$ cat src/design/cptq_ram.sv
// simple dual-port synchronous ram, one write and one registered read per cycle
module cptq_ram #(
  parameter int DEPTH = 64,
  parameter int WIDTH = 32,
  parameter int AW    = 6
) (
  input  logic             clk,
  input  logic             we,
  input  logic [AW-1:0]    waddr,
  input  logic [WIDTH-1:0] wdata,
  input  logic [AW-1:0]    raddr,
  output logic [WIDTH-1:0] rdata
);

  logic [WIDTH-1:0] mem [DEPTH];
  logic [WIDTH-1:0] rdata_r;

  always_ff @(posedge clk) begin
    if (we) begin
      mem[waddr] <= wdata;
    end
  end

  always_ff @(posedge clk) begin
    rdata_r <= mem[raddr];
  end

  assign rdata = rdata_r;

endmodule

$ cat config.mk
export PLATFORM = sky130hd
export DESIGN_NAME = cptq_ram
export DESIGN_NICKNAME = d
export VERILOG_FILES = /design/src/design/cptq_ram.sv
export SDC_FILE = /design/constraint.sdc
export NUM_CORES = 2
export LEC_CHECK = 0
export BUFFER_PORTS_ARGS = -buffer_cell sky130_fd_sc_hd__clkbuf_2
export CORE_MARGIN = 2
export CORE_UTILIZATION = 30
export CTS_BUF_LIST = sky130_fd_sc_hd__clkbuf_8 sky130_fd_sc_hd__clkbuf_16
export CTS_CLUSTER_SIZE = 14
export DETAILED_ROUTE_END_ITERATION = 16
export PLACE_DENSITY = 0.54
export RECOVER_POWER = 100
export SYNTH_ARGS = -nofsm -noshare
export SYNTH_HDL_FRONTEND = slang
export SYNTH_SLANG_ARGS = --single-unit
export TNS_END_PERCENT = 10
$ cat constraint.sdc
create_clock -name clk -period 8.75 [get_ports clk]
set_clock_uncertainty 0.2 [all_clocks]
set_input_delay 0.4375 -clock clk [delete_from_list [all_inputs] [get_ports clk]]
set_output_delay 0.4375 -clock clk [all_outputs]
set_load 0.02 [all_outputs]
# == Word level (Yosys, flattened, before mapping) ==
# Memories as Yosys holds them, arrays and structs flattened. A register that Yosys moved wholly into a read port is not among the register bits.
# Cells that the tools add are included.
# classes
mux,2
# ops
cell,count
$mux 1,2
# word_totals
ff_bits,0
mem_bits_rw,2048
input_bits,46
out_inout_bits,32
wordCells,3
mem_count,1
# mem_list
memory,words,width,rd,rd_ports_with_merged_regs,write_ports,line_no,source
mem,64,32,1,1,1,15,logic [WIDTH-1:0] mem [DEPTH];

# == Logic depth before layout (Yosys ltp) ==
# logic_depth
depth_word,2
mapped_depth,10
ltp_nobuf,5

# == Worst setup path before layout ==
# OpenSTA, ideal clock, no wires.
# synth_path
kind,input -> register
from,in waddr[3]
to,mem mem[48][0] (enable)
setup_time_ns,0.461
t_arrival_ns,3.136
t_required_ns,8.089
slack_ns,4.953
cell_stages,4
path_buffers,1
cell_sequence,clkbuf_1 > nor2b_1 > nand4b_1 > nor3_1
# synth_lines
element,line_no,source
start: declaration,9,"input logic [AW-1:0] waddr,"
end: declaration,15,
# No word-level cell before the write port.

==> key figures <==
Run status
  • Status: complete, but fails checks
  • Violated checks: capacitance limit, slew limit

Placed design
  • Placed Area: 83,920 sq um
  • Final Wtd Congestion: 0.7362
  • Number of port buffers: 77
  • HPWL Detailed: 112.1 mm
  • Placed cell count: 6,841

Floorplanning
  • Full die area: 265,800 sq um
  • Starting Density: 30.20%
  • Overall die height: 515.6 um
  • Num ports: 78
  • Die Span X: 515.6 um
  • Core Area: 259,900 sq um
  • FP Rows: 187

Worst setup path
  • Crit. End Element: register
  • Worst r2r dst: rdata[21]
  • CP Class: input port to register
  • Worst setup path start: raddr[1]
  • Crit-path slowest cell: clkbuf_1
  • CP dominant cell by count: nor2_1
  • Critical-path maximum fanout: 120
  • Slowest cell delay on critical path: 2.91 ns
  • Reg2Reg Depth: 4
  • CP Launch Type: input port
  • Worst R2R Start: mem[11][21]
  • Critical path, cell by cell: clkbuf_1 > buf_12 > nand2_1 > o22ai_1 > nor2_1 > a21oi_1 > nor2_1
  • Reg2reg setup slack: 6.09 ns
  • Crit path to: rdata[13]
  • Worst path arrival time: 6.33 ns
  • Required time worst endpoint: 9.24 ns

STA
  • # setup viols final: 0
  • RSZ-0062 raised after global routing: false
  • Final worst-path cycle share: 66.79%
  • Fmax: 0.1711 GHz
  • Fin crit period: 5.844 ns
  • Fin Setup TNS: 0 ns
  • Final hold viol count: 0
  • Max Slew Vio Count: 4,167
  • Measured slew at the worst slew-check pin: 4.305 ns
  • Hold slack final: 0.1293 ns
  • Rel. slew slack: -187.0%

Layout
  • Layout cell share with drive strength beyond 1: 25.31%
  • Final nets: 3,608
  • Post-Layout Inst Area: 90,150 sq um
  • FILL cells: 23,900
  • Area growth syn-to-layout: 14.82%
  • Non-Filler Instances: 7,248

Routing
  • Vias: 36,460
  • DRT antenna net count: 0
  • Initial drt markers: 3,507
  • Overall routed net length: 210.2 mm
  • DRT Pass-1 Iters: 6
  • Via density: 5.031
  • DR DRC count: 0
  • Avg WL per Cell: 29.00 um

Pwr
  • Sequential share of power: 53.3%
  • Sw frac: 21.46%
  • Leak Pwr: 0.02753 uW
  • PwrDens: 231.2 nW/um^2
  • Proportion of power drawn by combinational gates: 4.8%
  • Psw: 4474 uW
  • Total power: 20,840 uW
  • Max VDD drop: 0.1656 mV
  • Clock power share: 41.9%
  • Int Power: 16,370 uW

Synth
  • Dominant cells by area after synthesis: edfxtp_1 78%, mux4_2 16%, mux2i_1 1.2%
  • Post-synth top area cell: edfxtp_1
  • Post-synth top area share: 78.33%
  • Top cells by count, synth: 2,048 x edfxtp_1, 544 x mux4_2, 137 x nor2_1
  • Synth Flop Type: edfxtp_1
  • Yosys Warn Count: 0
  • Synth async-reset ratio: 0%
  • Post-synth EDFFs: 2,048
  • Syn Nets: 3,370
  • Post-Syn Instances: 3,324
  • Netlist cell types: 34
  • Most frequent cell after synthesis: edfxtp_1
  • Mapped cell area: 78,520 sq um
  • Seq/Total Area, Yosys: 79.14%
  • Post-Syn Area per Cell: 23.62 sq um
  • Yosys reg bits: 2,080

Min path
  • Worst hold path class: input port to register

CTS
  • CTS Sinks: 2,080
  • Maximum buffer depth of the clock tree: 3
  • Worst-skew pair later-pin latency: 0.84 ns
  • H-tree depth: 4
  • Clock buffer count from CTS: 212
  • Post_cts resized: 0
  • CTS tree: done
  • Clk root buf: clkbuf_16
  • Post-CTS setup buffer count: 0
  • Post-CTS Hold Buffers: 3
  • Worst-path clk slew: 0.06 ns

Global route
  • First-pass GRT wire length: 293.9 mm
  • Vias in the first global route: 36,840
  • Pin count of the biggest net entering global routing: 121
  • Global route overflow: 0
  • Total GRT Usage: 15.68%
  • Initial antenna violation count: 18

Run
  • Max cap viols: 103
## power by group through the flow
stage | logic, uW | registers (uW) | clock network, uW
floorplan | 536 | 11300 | 0
global route | 1060 | 11100 | 9290
detailed placement | 1030 | 11300 | 0
global placement | 1020 | 11300 | 0
finish | 997 | 11100 | 8740
CTS | 1030 | 11100 | 8910
## flip-flops by register name, indices dropped and copies added (netlist names)
register and count:
rdata 32, mem 2048
## cell usage in the layout, fill, tap and decap left out, types with 5 or more instances in the layout
| cell type | n |
|---|---|
| a21oi_1 | 62 |
| a22oi_1 | 12 |
| a311oi_1 | 8 |
| buf_12 | 6 |
| buf_4 | 25 |
| bufinv_16 | 9 |
| clkbuf_1 | 138 |
| clkbuf_16 | 212 |
| clkbuf_2 | 31 |
| clkbuf_8 | 34 |
| clkinv_1 | 12 |
| clkinv_2 | 21 |
| dfxtp_1 | 32 |
| diode_2 | 7 |
| edfxtp_1 | 2048 |
| inv_1 | 86 |
| inv_6 | 8 |
| mux2i_1 | 93 |
| mux4_2 | 544 |
| nand2_1 | 26 |
| nand2b_1 | 7 |
| nand3_1 | 5 |
| nand3b_1 | 5 |
| nor2_1 | 102 |
| nor2_4 | 35 |
| nor2b_1 | 15 |
| nor3_1 | 7 |
| o221ai_1 | 27 |
| o22ai_1 | 84 |
## how the worst min path moves through the flow
stage / slack, ns / endpoint / start / cells past startpoint
after detailed placement: 0.53 / rdata[20] / mem[28][20] / 4
after global placement: 0.53 / rdata[8] / mem[12][8] / 4
after floorplan: 0.34 / mem[0][0] / wdata[0] / 0
final: 0.13 / mem[51][10] / waddr[1] / 3
after global routing: 0.12 / rdata[7] / raddr[4] / 4
after CTS: 0.0006 / mem[14][23] / wdata[23] / 2
## worst max-delay path: cells and delay by family
| family | cells | cell delay [ns] |
|---|---|---|
| buffers and inverters | 2 | 3.43 |
| AND/OR/NAND/NOR | 3 | 1.14 |
| AO/OA/AOI/OAI | 2 | 1.05 |
## routing by layer
layer	share of wire (%)	track usage (%)
met5	0.048	0
met4	2.0	3.431
met3	5.9	2.432
met2	49	25.59
met1	43	22.10
## per-stage QoR
stage | util (%) | worst slack [ns]
finish | 34.68 | 2.906
global route | 34.68 | 2.738
CTS | 34.92 | 5.213
detailed placement | 32.29 | 4.390
global placement | 32.29 | 4.329
floorplan | - | 4.953
## kinds of logic after synthesis
kind of cell / Yosys count / share of synthesized area (%)
flip-flops: 2080 / 79.14
AND/OR/NAND/NOR: 223 / 1.265
AO/OA/AOI/OAI: 202 / 1.673
buffers and inverters: 182 / 1.128
multiplexers: 637 / 16.79
## final cells by class
| type | instances | area (sq um) | area share [%] |
|---|---|---|---|
| tap | 3496 | 4374 | 4.852 |
| sequential | 2080 | 62140 | 68.93 |
| clock buffer | 246 | 5773 | 6.404 |
| clock inverter | 151 | 1036 | 1.149 |
| timing repair buffer | 206 | 1052 | 1.167 |
| antenna | 7 | 17.52 | 0.01943 |
| multi-input combinational | 1062 | 15760 | 17.48 |
Note: power is estimated with default switching activity, not from simulation.
