### src/design/cptq_div.sv
// restoring divider, one quotient bit per cycle, shared by index mapping and mean
module cptq_div #(
  parameter int NW = 27,
  parameter int DW = 17
) (
  input  logic          clk,
  input  logic          rst_n,
  input  logic          start,
  input  logic [NW-1:0] dividend,
  input  logic [DW-1:0] divisor,
  output logic          busy,
  output logic          done,
  output logic [NW-1:0] quotient
);

  localparam int CNT_W = $clog2(NW + 1);

  logic [NW-1:0]    quo_r;
  logic [DW-1:0]    rem_r;
  logic [DW-1:0]    dvs_r;
  logic [CNT_W-1:0] cnt_r;
  logic             busy_r;
  logic             done_r;

  logic [DW:0]      shifted;
  logic             ge;

  assign shifted = {rem_r, quo_r[NW-1]};
  assign ge      = (shifted >= {1'b0, dvs_r});

  always_ff @(posedge clk) begin
    if (!rst_n) begin
      busy_r <= 1'b0;
      done_r <= 1'b0;
      cnt_r  <= '0;
    end else begin
      done_r <= 1'b0;
      if (start) begin
        busy_r <= 1'b1;
        cnt_r  <= CNT_W'(NW);
      end else if (busy_r) begin
        cnt_r <= cnt_r - CNT_W'(1);
        if (cnt_r == CNT_W'(1)) begin
          busy_r <= 1'b0;
          done_r <= 1'b1;
        end
      end
    end
  end

  always_ff @(posedge clk) begin
    if (start) begin
      quo_r <= dividend;
      rem_r <= '0;
      dvs_r <= divisor;
    end else if (busy_r) begin
      quo_r <= {quo_r[NW-2:0], ge};
      rem_r <= ge ? DW'(shifted - {1'b0, dvs_r}) : shifted[DW-1:0];
    end
  end

  assign busy     = busy_r;
  assign done     = done_r;
  assign quotient = quo_r;

endmodule

### config.mk
export PLATFORM = sky130hd
export DESIGN_NAME = cptq_div
export DESIGN_NICKNAME = d
export VERILOG_FILES = /design/src/design/cptq_div.sv
export SDC_FILE = /design/constraint.sdc
export NUM_CORES = 1
export LEC_CHECK = 0
export BUFFER_PORTS_ARGS = -buffer_cell sky130_fd_sc_hd__buf_2
export CAP_MARGIN = 0
export CORE_MARGIN = 2
export CORE_UTILIZATION = 54
export DETAILED_ROUTE_END_ITERATION = 16
export MAX_ROUTING_LAYER = met4
export PLACE_DENSITY = 0.88
export SETUP_SLACK_MARGIN = 0.05
export SKIP_CTS_REPAIR_TIMING = 1
export SLEW_MARGIN = 30
export SYNTH_ARGS = -nofsm -noshare
export SYNTH_HDL_FRONTEND = slang
export SYNTH_SLANG_ARGS = --single-unit
export TNS_END_PERCENT = 30
### constraint.sdc
create_clock -name clk -period 2.7 [get_ports clk]
set_input_delay 0.405 -clock clk [delete_from_list [all_inputs] [get_ports clk]]
set_output_delay 0.405 -clock clk [all_outputs]
set_load 0.1 [all_outputs]
After elaboration in Yosys (flattened, before gate mapping)
Index checks and enable logic that the tools add are counted.
W data, S select, Z words.
{"block": "totals", "ff_bits": 68, "inputBits": 47, "out_inout_bits": 29, "wordCells": 25}
{"block": "op_classes", "addsub": 2, "n_lt_le_gt_ge": 1, "eq_ne": 1, "muxes": 9, "bitwise_logic": 2, "reduce_logical": 3}
{"cell": "$mux W27", "count": 2}
{"cell": "$ge A18 B17 Y1", "count": 1}
{"cell": "$mux W17", "count": 1}
{"cell": "$sub A17 B17 Y17", "count": 1}
{"cell": "$mux W5", "count": 2}
{"cell": "$eq A5 B1 Y1 const B", "count": 1}
{"cell": "$sub A5 B1 Y5 const B", "count": 1}
{"cell": "$mux W1", "count": 4}
{"cell": "$reduce_or A3 Y1", "count": 1}
{"cell": "$not A1 Y1", "count": 2}
{"cell": "$reduce_bool A2 Y1", "count": 1}
{"cell": "$reduce_or A2 Y1", "count": 1}

Depth between registers and ports, before layout
Gate-level depths: netlist (run 1).
{"block": "depth", "ltp_word": 4, "mapped_depth": 12, "depth_no_buf": 11}

Least setup slack after synthesis (run 1)
OpenSTA, ideal clock, no wires.
{"block": "synth_path", "path_kind": "register to register", "startpoint": "register quo_r[26], in the netlist quotient[26]", "endpoint": "register quo_r[0], in the netlist quotient[0], data pin", "setup_ns": 0.260, "t_arrival_ns": 2.783, "t_required_ns": 2.440, "slack_ns": -0.343, "path_stages_with_launch": 11, "n_path_buf": 1, "period_less_slack_ns": 3.043, "cell_sequence": "edfxtp_1 > inv_1 > ha_1 > inv_1 > fa_1 > a21oi_1 > o21ai_0 > a211oi_1 > o21ai_4 > buf_2 > mux2_2"}
{"block": "synth_via", "elab_chain_len": 3}
{"item": "start, declared", "line": "18", "text": "logic [NW-1:0] quo_r;"}
{"item": "start signal, assigned", "line": "53", "text": "quo_r <= dividend;"}
{"item": "start signal, assigned", "line": "57", "text": "quo_r <= {quo_r[NW-2:0], ge};"}
{"item": "$ge A18 B17 Y1", "line": "29", "text": "assign ge = (shifted >= {1'b0, dvs_r});"}
{"item": "$mux W27", "line": "56", "text": "end else if (busy_r) begin"}
{"item": "$mux W27", "line": "52", "text": "if (start) begin"}
No other way between the ends. The select of a mux whose other input is x is not followed.
A chain may end at the register's enable or synchronous reset.

Final worst setup path (run 1)
Ends and elaborated chain as after synthesis.

==> results of run 1 <==
-- per-stage QoR --
step,setup WS [ns],power (mW)
after global placement,0.211,1.95
after floorplan,-0.0347,1.82
final,0.214,2.79
after global routing,0.0620,2.89
after CTS,0.0720,2.80
after detailed placement,0.0897,1.96
-- logic make-up (layout without fill, tap and decap cells) --
logic type | Yosys count | count (layout) | synth area share
XOR/XNOR | 16 | 16 | 0.0386
flip-flops | 68 | 68 | 0.497
AO/OA/AOI/OAI | 72 | 73 | 0.117
multiplexers | 37 | 37 | 0.112
adder cells (fa/ha/maj) | 20 | 20 | 0.0710
buffers and inverters | 42 | 127 | 0.0483
AND/OR/NAND/NOR | 92 | 92 | 0.117
-- synthesized netlist by cell type (7+ instances only) --
cell type / number
sky130_fd_sc_hd__edfxtp_1: 44
sky130_fd_sc_hd__nand2_1: 33
sky130_fd_sc_hd__nor2_1: 31
sky130_fd_sc_hd__mux2_2: 29
sky130_fd_sc_hd__inv_1: 27
sky130_fd_sc_hd__a21oi_1: 26
sky130_fd_sc_hd__dfxtp_1: 24
sky130_fd_sc_hd__ha_1: 19
sky130_fd_sc_hd__o21ai_0: 17
sky130_fd_sc_hd__o21ai_1: 13
sky130_fd_sc_hd__xor2_1: 9
sky130_fd_sc_hd__mux2i_1: 8
sky130_fd_sc_hd__clkbuf_1: 7
sky130_fd_sc_hd__xnor2_1: 7
-- metal layers --
metal	vias up	global-route usage
met5	-	-
li1	1400	-
met3	15	0.0529
met2	105	0.381
met4	0	0.0924
met1	1318	0.283
-- sequential cells by signal, indices dropped and copies added (netlist names) --
name and flops:
dvs_r 17, busy 1, quotient 27, cnt_r 5
done 1, rem_r 17
-- area by class of cell --
class / instances / area, sq um
clock buffers: 9 / 124
fillers: 476 / 2090
repair buffers: 84 / 443
multi-input cells: 238 / 1690
flip-flops and latches: 68 / 1800
clock inverters: 7 / 75.1
well taps: 77 / 96.3
inverters: 27 / 101
-- layout by cell type (no fill, tap or decap), types with 3 or more instances in the layout --
cell type	Yosys	final
sky130_fd_sc_hd__nand3_1	5	5
sky130_fd_sc_hd__nor3_1	5	5
sky130_fd_sc_hd__o21ai_0	17	16
sky130_fd_sc_hd__xnor2_1	7	7
sky130_fd_sc_hd__nand2_1	33	33
sky130_fd_sc_hd__buf_4	1	9
sky130_fd_sc_hd__nand4_1	3	3
sky130_fd_sc_hd__nand2b_1	4	4
sky130_fd_sc_hd__buf_2	5	75
sky130_fd_sc_hd__mux2i_1	8	8
sky130_fd_sc_hd__o21ai_1	13	13
sky130_fd_sc_hd__clkinvlp_4	0	3
sky130_fd_sc_hd__dfxtp_1	24	24
sky130_fd_sc_hd__a21oi_1	26	25
sky130_fd_sc_hd__xor2_1	9	9
sky130_fd_sc_hd__ha_1	19	19
sky130_fd_sc_hd__a211oi_1	4	3
sky130_fd_sc_hd__edfxtp_1	44	44
sky130_fd_sc_hd__nor2_1	31	31
sky130_fd_sc_hd__o211ai_1	5	5
sky130_fd_sc_hd__clkbuf_8	0	9
sky130_fd_sc_hd__inv_1	27	27
sky130_fd_sc_hd__mux2_2	29	29
sky130_fd_sc_hd__nor2b_1	3	3
-- worst max-delay path, delay by kind of cell, from the launching register on --
| kind | cells | cell delay (ns) |
|---|---|---|
| flip-flops | 1 | 0.41 |
| multiplexers | 1 | 0.32 |
| AO/OA/AOI/OAI | 4 | 0.84 |
| adder cells (fa/ha/maj) | 2 | 0.53 |
| buffers and inverters | 2 | 0.14 |
-- report_power, final --
| group | leakage [nW] | internal, mW | switching (mW) |
|---|---|---|---|
| registers | 0.634 | 1.20 | 0.0457 |
| clock network | 0.0923 | 0.430 | 0.414 |
| logic | 1.09 | 0.183 | 0.522 |
-- path summary, 6_finish.rpt --
path	startpoint	end	slack, ns	cells past startpoint
setup / recovery	quotient[26]	quotient[0]	0.21	9
setup reg to reg	quotient[26]	quotient[0]	0.21	9
hold / removal	divisor[10]	dvs_r[10]	0.22	1
hold reg to reg	rem_r[1]	rem_r[1]	0.47	2
==> flow_results.org, run 1 <==
** Final layout
- Relative area change from synthesis to final layout :: 19.4%
- With fillers left out, the area of the finished cells amounts to 4330 sq um.
- Nets :: 495
- Measured on the finished design, the core utilization comes to 0.674.
- Number of inserted diodes :: 0
- Of the cells placed in the final design, the portion with a size suffix greater than 1 is 0.323.
- After the flow finishes, the layout carries non-filler instances totaling 510.

** Die
- In this run the count of I/O pins placed on the die edge is 76.
- The die covers 7390 sq um.
- The die is 86.0 microns wide.
- The initialized floorplan defines 29 standard-cell rows.
- For this configuration, the core starts out at a cell density of 0.565.
- DIE HEIGHT :: 86.0 microns
- Core footprint :: 6420 sq um

** Synth
- The share of synthesized area in the top cell type comes to 0.364.
- Area of the mapped netlist :: 3630 sq um
- Cell type with the highest aggregate area in the netlist :: sky130_fd_sc_hd__edfxtp_1
- Synthesis produced 347 cells.
- A synthesized cell averages 10.5 sq um.
- Synth top area cells :: sky130_fd_sc_hd__edfxtp_1 (36%), sky130_fd_sc_hd__dfxtp_1 (13%), sky130_fd_sc_hd__mux2_2 (9.0%)
- The most used flip-flop cell after synthesis is sky130_fd_sc_hd__edfxtp_1.
- Share of flip-flops with an asynchronous set or reset after synthesis :: 0
- The netlist uses 40 different library cells.
- The share of the Yosys chip area taken by registers is 0.497.
- Nets in the synthesized netlist :: 414
- Number of register bits inferred by synthesis :: 68
- Number of enable-type register cells in the synthesized netlist :: 44
- Syn. warnings :: 0

** Min path
- In this run the worst hold path is classified as in -> reg.

** Global routing
- Largest net degree at the start of global routing :: 28
- The via count of the first global-routing pass is 2,768.
- The first global-routing pass estimated 12.9 mm of wire.
- Initial antenna violation count :: 0
- Total routing usage reported by global routing :: 0.234
- Total global routing overflow :: 0

** Power
- Leakage dissipation :: 1.81 nW
- Across the VDD grid, the largest voltage drop is 557 uV.
- Dividing total power by cell area gives a power density of 645 nW/um^2.

** Place
- Port Buffer Count :: 75
- Half-perimeter wire length after placement :: 5.67 mm
- Placed Instance Area :: 4110 sq um
- At the end of routability-driven placement, the weighted congestion stood at 0.898.
- Including well taps, the total number of placed cells is 493.

** Timing
- Final number of setup-violating endpoints :: 0
- Worst slew slack as a fraction of its limit :: 0.545
- Final hold violation count :: 0
- Timing-limited maximum frequency :: 402 MHz
- Final worst path period share :: 0.921
- Clock Skew :: 0.00697 ns
- Slew Viols, Final :: 0
- Transition at the pin with the smallest max-transition slack :: 0.681 ns
- Tightest hold margin :: 0.221 ns
- Post-layout min period :: 2.49 ns
- Final TNS setup :: 0 ns
- Setup repair after global routing left no endpoint under its margin.

** Drt
- Routed wirelength normalized by instance count :: 15.8 microns
- The routed layout has 2,838 vias.
- Highest routed layer :: met4
- For this run, design rule violations remaining after detail routing come to 0.
- Number of iterations in the first detailed-routing pass :: 4
- In the routed layout, each cell is associated on average with a via count of 5.56.
- Once detail routing completed, the nets flagged for antenna violations numbered 0.
- Initial drt markers :: 189
- For this block, the routed nets add up to 8.08 mm of wire.
- Routed wire length on met3 :: 500 microns
- Detailed routing placed a total of 3.87 mm of wire on met2.
- After detailed routing, the wire length on met1 is 3.58 mm.

** Clock tree
- TritonCTS sink count :: 68
- The H-tree generated during clock tree synthesis spans 3 levels.
- TritonCTS built the clock tree.
- Clock-pin transition on the worst setup and hold timing paths :: 0.08 ns
- CTS placed an instance of sky130_fd_sc_hd__clkbuf_8 at the clock tree root.
- Counting the buffers created by CTS gives 9.
- The clock passes through at most 2 buffers.
- Insertion delay of the later-clocked pin in the worst-skew pair :: 0.35 ns

** Worst setup path
- In this design, the stage delay of the slowest critical-path cell is 0.41 ns.
- STA puts the critical path data required time at 2.81 ns.
- The worst setup path is of the reg -> reg kind.
- CP endpoint kind :: register
- Critical-path top delay cell :: sky130_fd_sc_hd__edfxtp_1
- Along the worst path, the maximum fanout reaches 12.
- Critical-path cell list :: inv_1, ha_1, inv_1, fa_2, a21oi_2, o21ai_2, a211oi_4, o21ai_4, mux2_2
- In this design, the critical path's most frequently occurring cell is sky130_fd_sc_hd__inv_1.
- The worst setup path is launched from a register.
- Data on the critical path arrives at its endpoint at 2.60 ns.

** Job
- Total of max-cap violations :: 0

** Outcome
- The flow ran to the end, and the final reports show no timing, DRC or antenna violations.
Note: power is estimated with default switching activity, not from simulation.
==> inputs of run 2 (changes only) <==
--- a/config.mk
+++ b/config.mk
@@ -10,8 +10,8 @@
 export CORE_MARGIN = 2
 export CORE_UTILIZATION = 54
 export DETAILED_ROUTE_END_ITERATION = 16
-export MAX_ROUTING_LAYER = met4
 export PLACE_DENSITY = 0.88
+export REMOVE_ABC_BUFFERS = 1
 export SETUP_SLACK_MARGIN = 0.05
 export SKIP_CTS_REPAIR_TIMING = 1
 export SLEW_MARGIN = 30
==> flow_results.org, run 2 (synthesis results as in run 1) <==
** Global routing
- The via count of the first global-routing pass was 2,916 (+5.3%).
- The aggregate global routing overflow was 0 (unchanged).
- Total routing usage reported by global routing :: 0.236 (+0.00127)
- The number of antenna violations at the first check in global routing is 0 (unchanged).
- The maximum number of pins on one net before global-route repair came to 36 (+29%).
- The global-route wire length before repair is 13.4 mm (+4.0%).

** Final layout
- Nets :: 499 (+0.81%)
- In the layout the commonest cells are sky130_fd_sc_hd__buf_2 (75), sky130_fd_sc_hd__edfxtp_1 (44), sky130_fd_sc_hd__nand2_1 (33).
- Number of inserted diodes :: 0 (unchanged)
- Share of cells above drive strength 1 :: 0.330 (+0.00619)
- Leaving out fill and tap cells, the most frequent cell in the layout is sky130_fd_sc_hd__buf_2.
- Post-route insts no fill :: 514 (+0.78%)
- Compared with the post-synthesis result, the final layout area differs by 20.0%.
- The flip-flop count of the largest register after layout was 27 (unchanged).

** Power
- PwrDens :: 646 nW/um^2 (+0.23%)
- The design internal power came to 1.81 mW (about the same).
- The sequential fraction of design power is 0.443 (-0.003).
- Worst vdd ir :: 509 uV (-8.6%)
- The power dissipated by switching net loads came to 1.00 mW (+2.0%).
- The total leakage power is 1.83 nW (+0.86%).
- The share of power burned in the clock network was 0.306 (+0.004).
- The fraction of power consumed by combinational cells came to 0.251 (about the same).
- Switching Fraction :: 0.356 (+0.00452)
- Total power after layout :: 2.81 mW (+0.75%)

** Drt
- Post-detailed-route via-to-cell ratio :: 5.62 (+1.0%)
- The overall via count from detail_route was 2,890 (+1.8%).
- The detailed-router iteration count before antenna repair was 4 (unchanged).
- The routed wire length per instance is 16.4 microns (+3.6%).
- Final WL :: 8.44 mm (+4.5%)
- The count of unresolved DRC violations after routing is 0 (unchanged).
- The count of routing violations after the opening detailed-route iteration was 173 (-8.5%).
- The post-detailed-route count of antenna-violating nets came to 0 (unchanged).

** Timing
- Setup repair after global routing left no endpoint under its margin.
- Transition at the pin with the smallest max-transition slack :: 0.714 ns (+0.0329 ns)
- The timing-limited maximum frequency was 402 MHz (-0.10%).
- Final number of setup-violating endpoints :: 0 (unchanged)
- Post-layout min period :: 2.49 ns (+0.00254 ns)
- Final worst path period share :: 0.922 (+0.000941)
- Clock Skew :: 0.0124 ns (+0.00547 ns)
- Final hold violation count :: 0 (unchanged)
- Worst slew slack as a fraction of its limit :: 0.523 (-0.0215)
- Slew Viols, Final :: 0 (unchanged)

** Outcome
- Status :: complete, no violations

** Place
- The final estimated routing congestion in global placement came to 0.934 (+4.0%).
- The number of cells in the design after placement came to 495 (+0.41%).
- Port Buffer Count :: 75 (unchanged)
- Half-perimeter wire length after placement :: 5.87 mm (+3.4%)

** Clock tree
- The clock sink count was 68 (unchanged).
- Clock buffer count from CTS :: 9 (unchanged)
- CTS placed an instance of sky130_fd_sc_hd__clkbuf_8 at the clock tree root.
- Insertion delay of the later-clocked pin in the worst-skew pair :: 0.35 ns (about the same)
- The maximum number of buffers from clock root to sink is 2 (unchanged).
- The maximum level of the CTS H-tree was 3 (unchanged).
- The clock input transition at the sequential cells of the worst setup and hold paths was 0.08 ns (about the same).
- Clock tree from TritonCTS :: done

** Die
- The die boundary width is 86.0 microns (unchanged).
- Row cnt :: 29 (unchanged)
- The y dimension of the die was 86.0 microns (unchanged).
- Core footprint :: 6420 sq um (unchanged)
- The area of the die is 7390 sq um (unchanged).
- The I/O pin total was 76 (unchanged).
- Initial Utilization :: 0.565 (unchanged)

** Worst setup path
- Maximum fanout encountered on the critical timing path :: 9 (-3)
- The worst setup path is of the reg -> reg kind.
- Start point of the critical path :: quotient[26]
- Critical-path cell list :: inv_1, ha_1, inv_1, fa_1, a21oi_2, o21ai_1, a211oi_2, buf_4, o21ai_4, buf_4, o21ai_1, o21ai_1
- In this run the critical register-to-register path is launched from quotient[26].
- In this run the worst setup path terminates at rem_r[2].
- Launching element type of the critical path :: register
- In this design, the critical path's most frequently occurring cell is sky130_fd_sc_hd__o21ai_1.
- The endpoint identified for the worst register-to-register timing path is rem_r[2].
- The required time reported for the critical path endpoint is 2.94 ns (+0.13 ns).
- The register-to-register path setup slack was 0.21 ns (about the same).
- Critical-path top delay cell :: sky130_fd_sc_hd__fa_1
- The logic depth of the worst register-to-register path came to 12 (+3).
- Data arrival time of the worst path :: 2.73 ns (+0.13 ns)
- CP endpoint kind :: register
- Peak per-stage delay on the critical path :: 0.41 ns (about the same)

** Min path
- In this run the worst hold path is classified as in -> reg.

** Job
- The number of maximum-capacitance constraint violations is 0 (unchanged).
-- run 2: metal layers --
metal | part of all wire | wire length [microns] | GRT usage | vias up
met5 | 0 | 0 | 0 | -
met4 | 0.019 | 161 | 0.110 | 0
met3 | 0.066 | 554 | 0.0674 | 14
met2 | 0.50 | 4230 | 0.391 | 126
met1 | 0.41 | 3490 | 0.282 | 1351
li1 | - | - | - | 1399
-- run 2: final cells by class --
type	count	area (sq um)
Tap cell	77	96.3
Clock buffer	9	124
Multi-Input combinational cell	238	1680
Clock inverter	7	75.1
Sequential cell	68	1800
Fill cell	449	2070
Timing Repair Buffer	88	473
Inverter	27	101
-- run 2: critical path: cells and delay by family (launching register included) --
family	cells	cell delay (ns)
flip-flops	1	0.39
buffers and inverters	4	0.52
AO/OA/AOI/OAI	6	0.89
adder cells (fa/ha/maj)	2	0.58
-- run 2: how the worst min path moves through the flow --
stage / from / depth (start not counted) / slack (ns) / endpoint
after floorplan: rem_r[1] / 2 / 0.44 / rem_r[1]
after global placement: rem_r[2] / 2 / 0.46 / rem_r[2]
after detailed placement: rem_r[14] / 2 / 0.48 / rem_r[14]
after CTS: divisor[4] / 1 / 0.21 / dvs_r[4]
after global routing: divisor[1] / 1 / 0.22 / dvs_r[1]
final: divisor[7] / 1 / 0.22 / dvs_r[7]
-- run 2: power groups by stage --
| stage | Sequential [mW] | Combinational (mW) | Clock, mW |
|---|---|---|---|
| floorplan | 1.58 | 0.220 | 0 |
| global placement | 1.26 | 0.679 | 0 |
| detailed placement | 1.27 | 0.697 | 0 |
| CTS | 1.25 | 0.701 | 0.866 |
| global route | 1.26 | 0.750 | 0.902 |
| finish | 1.25 | 0.707 | 0.860 |
-- run 2: through the flow --
stage                     setup TNS [ns]  hold WS (ns)  setup slack [ns]  utilization  cell area [sq um]
after CTS                         -0.252         0.211            -0.101        0.671               4310
after global routing                   0         0.218            0.0680        0.678               4350
after detailed placement        -0.00320         0.476          -0.00320        0.640               4110
final                                  0         0.223             0.212        0.678               4350
after floorplan                    -3.32         0.443            -0.319            -               3550
after global placement                 0         0.459             0.159        0.640               4110
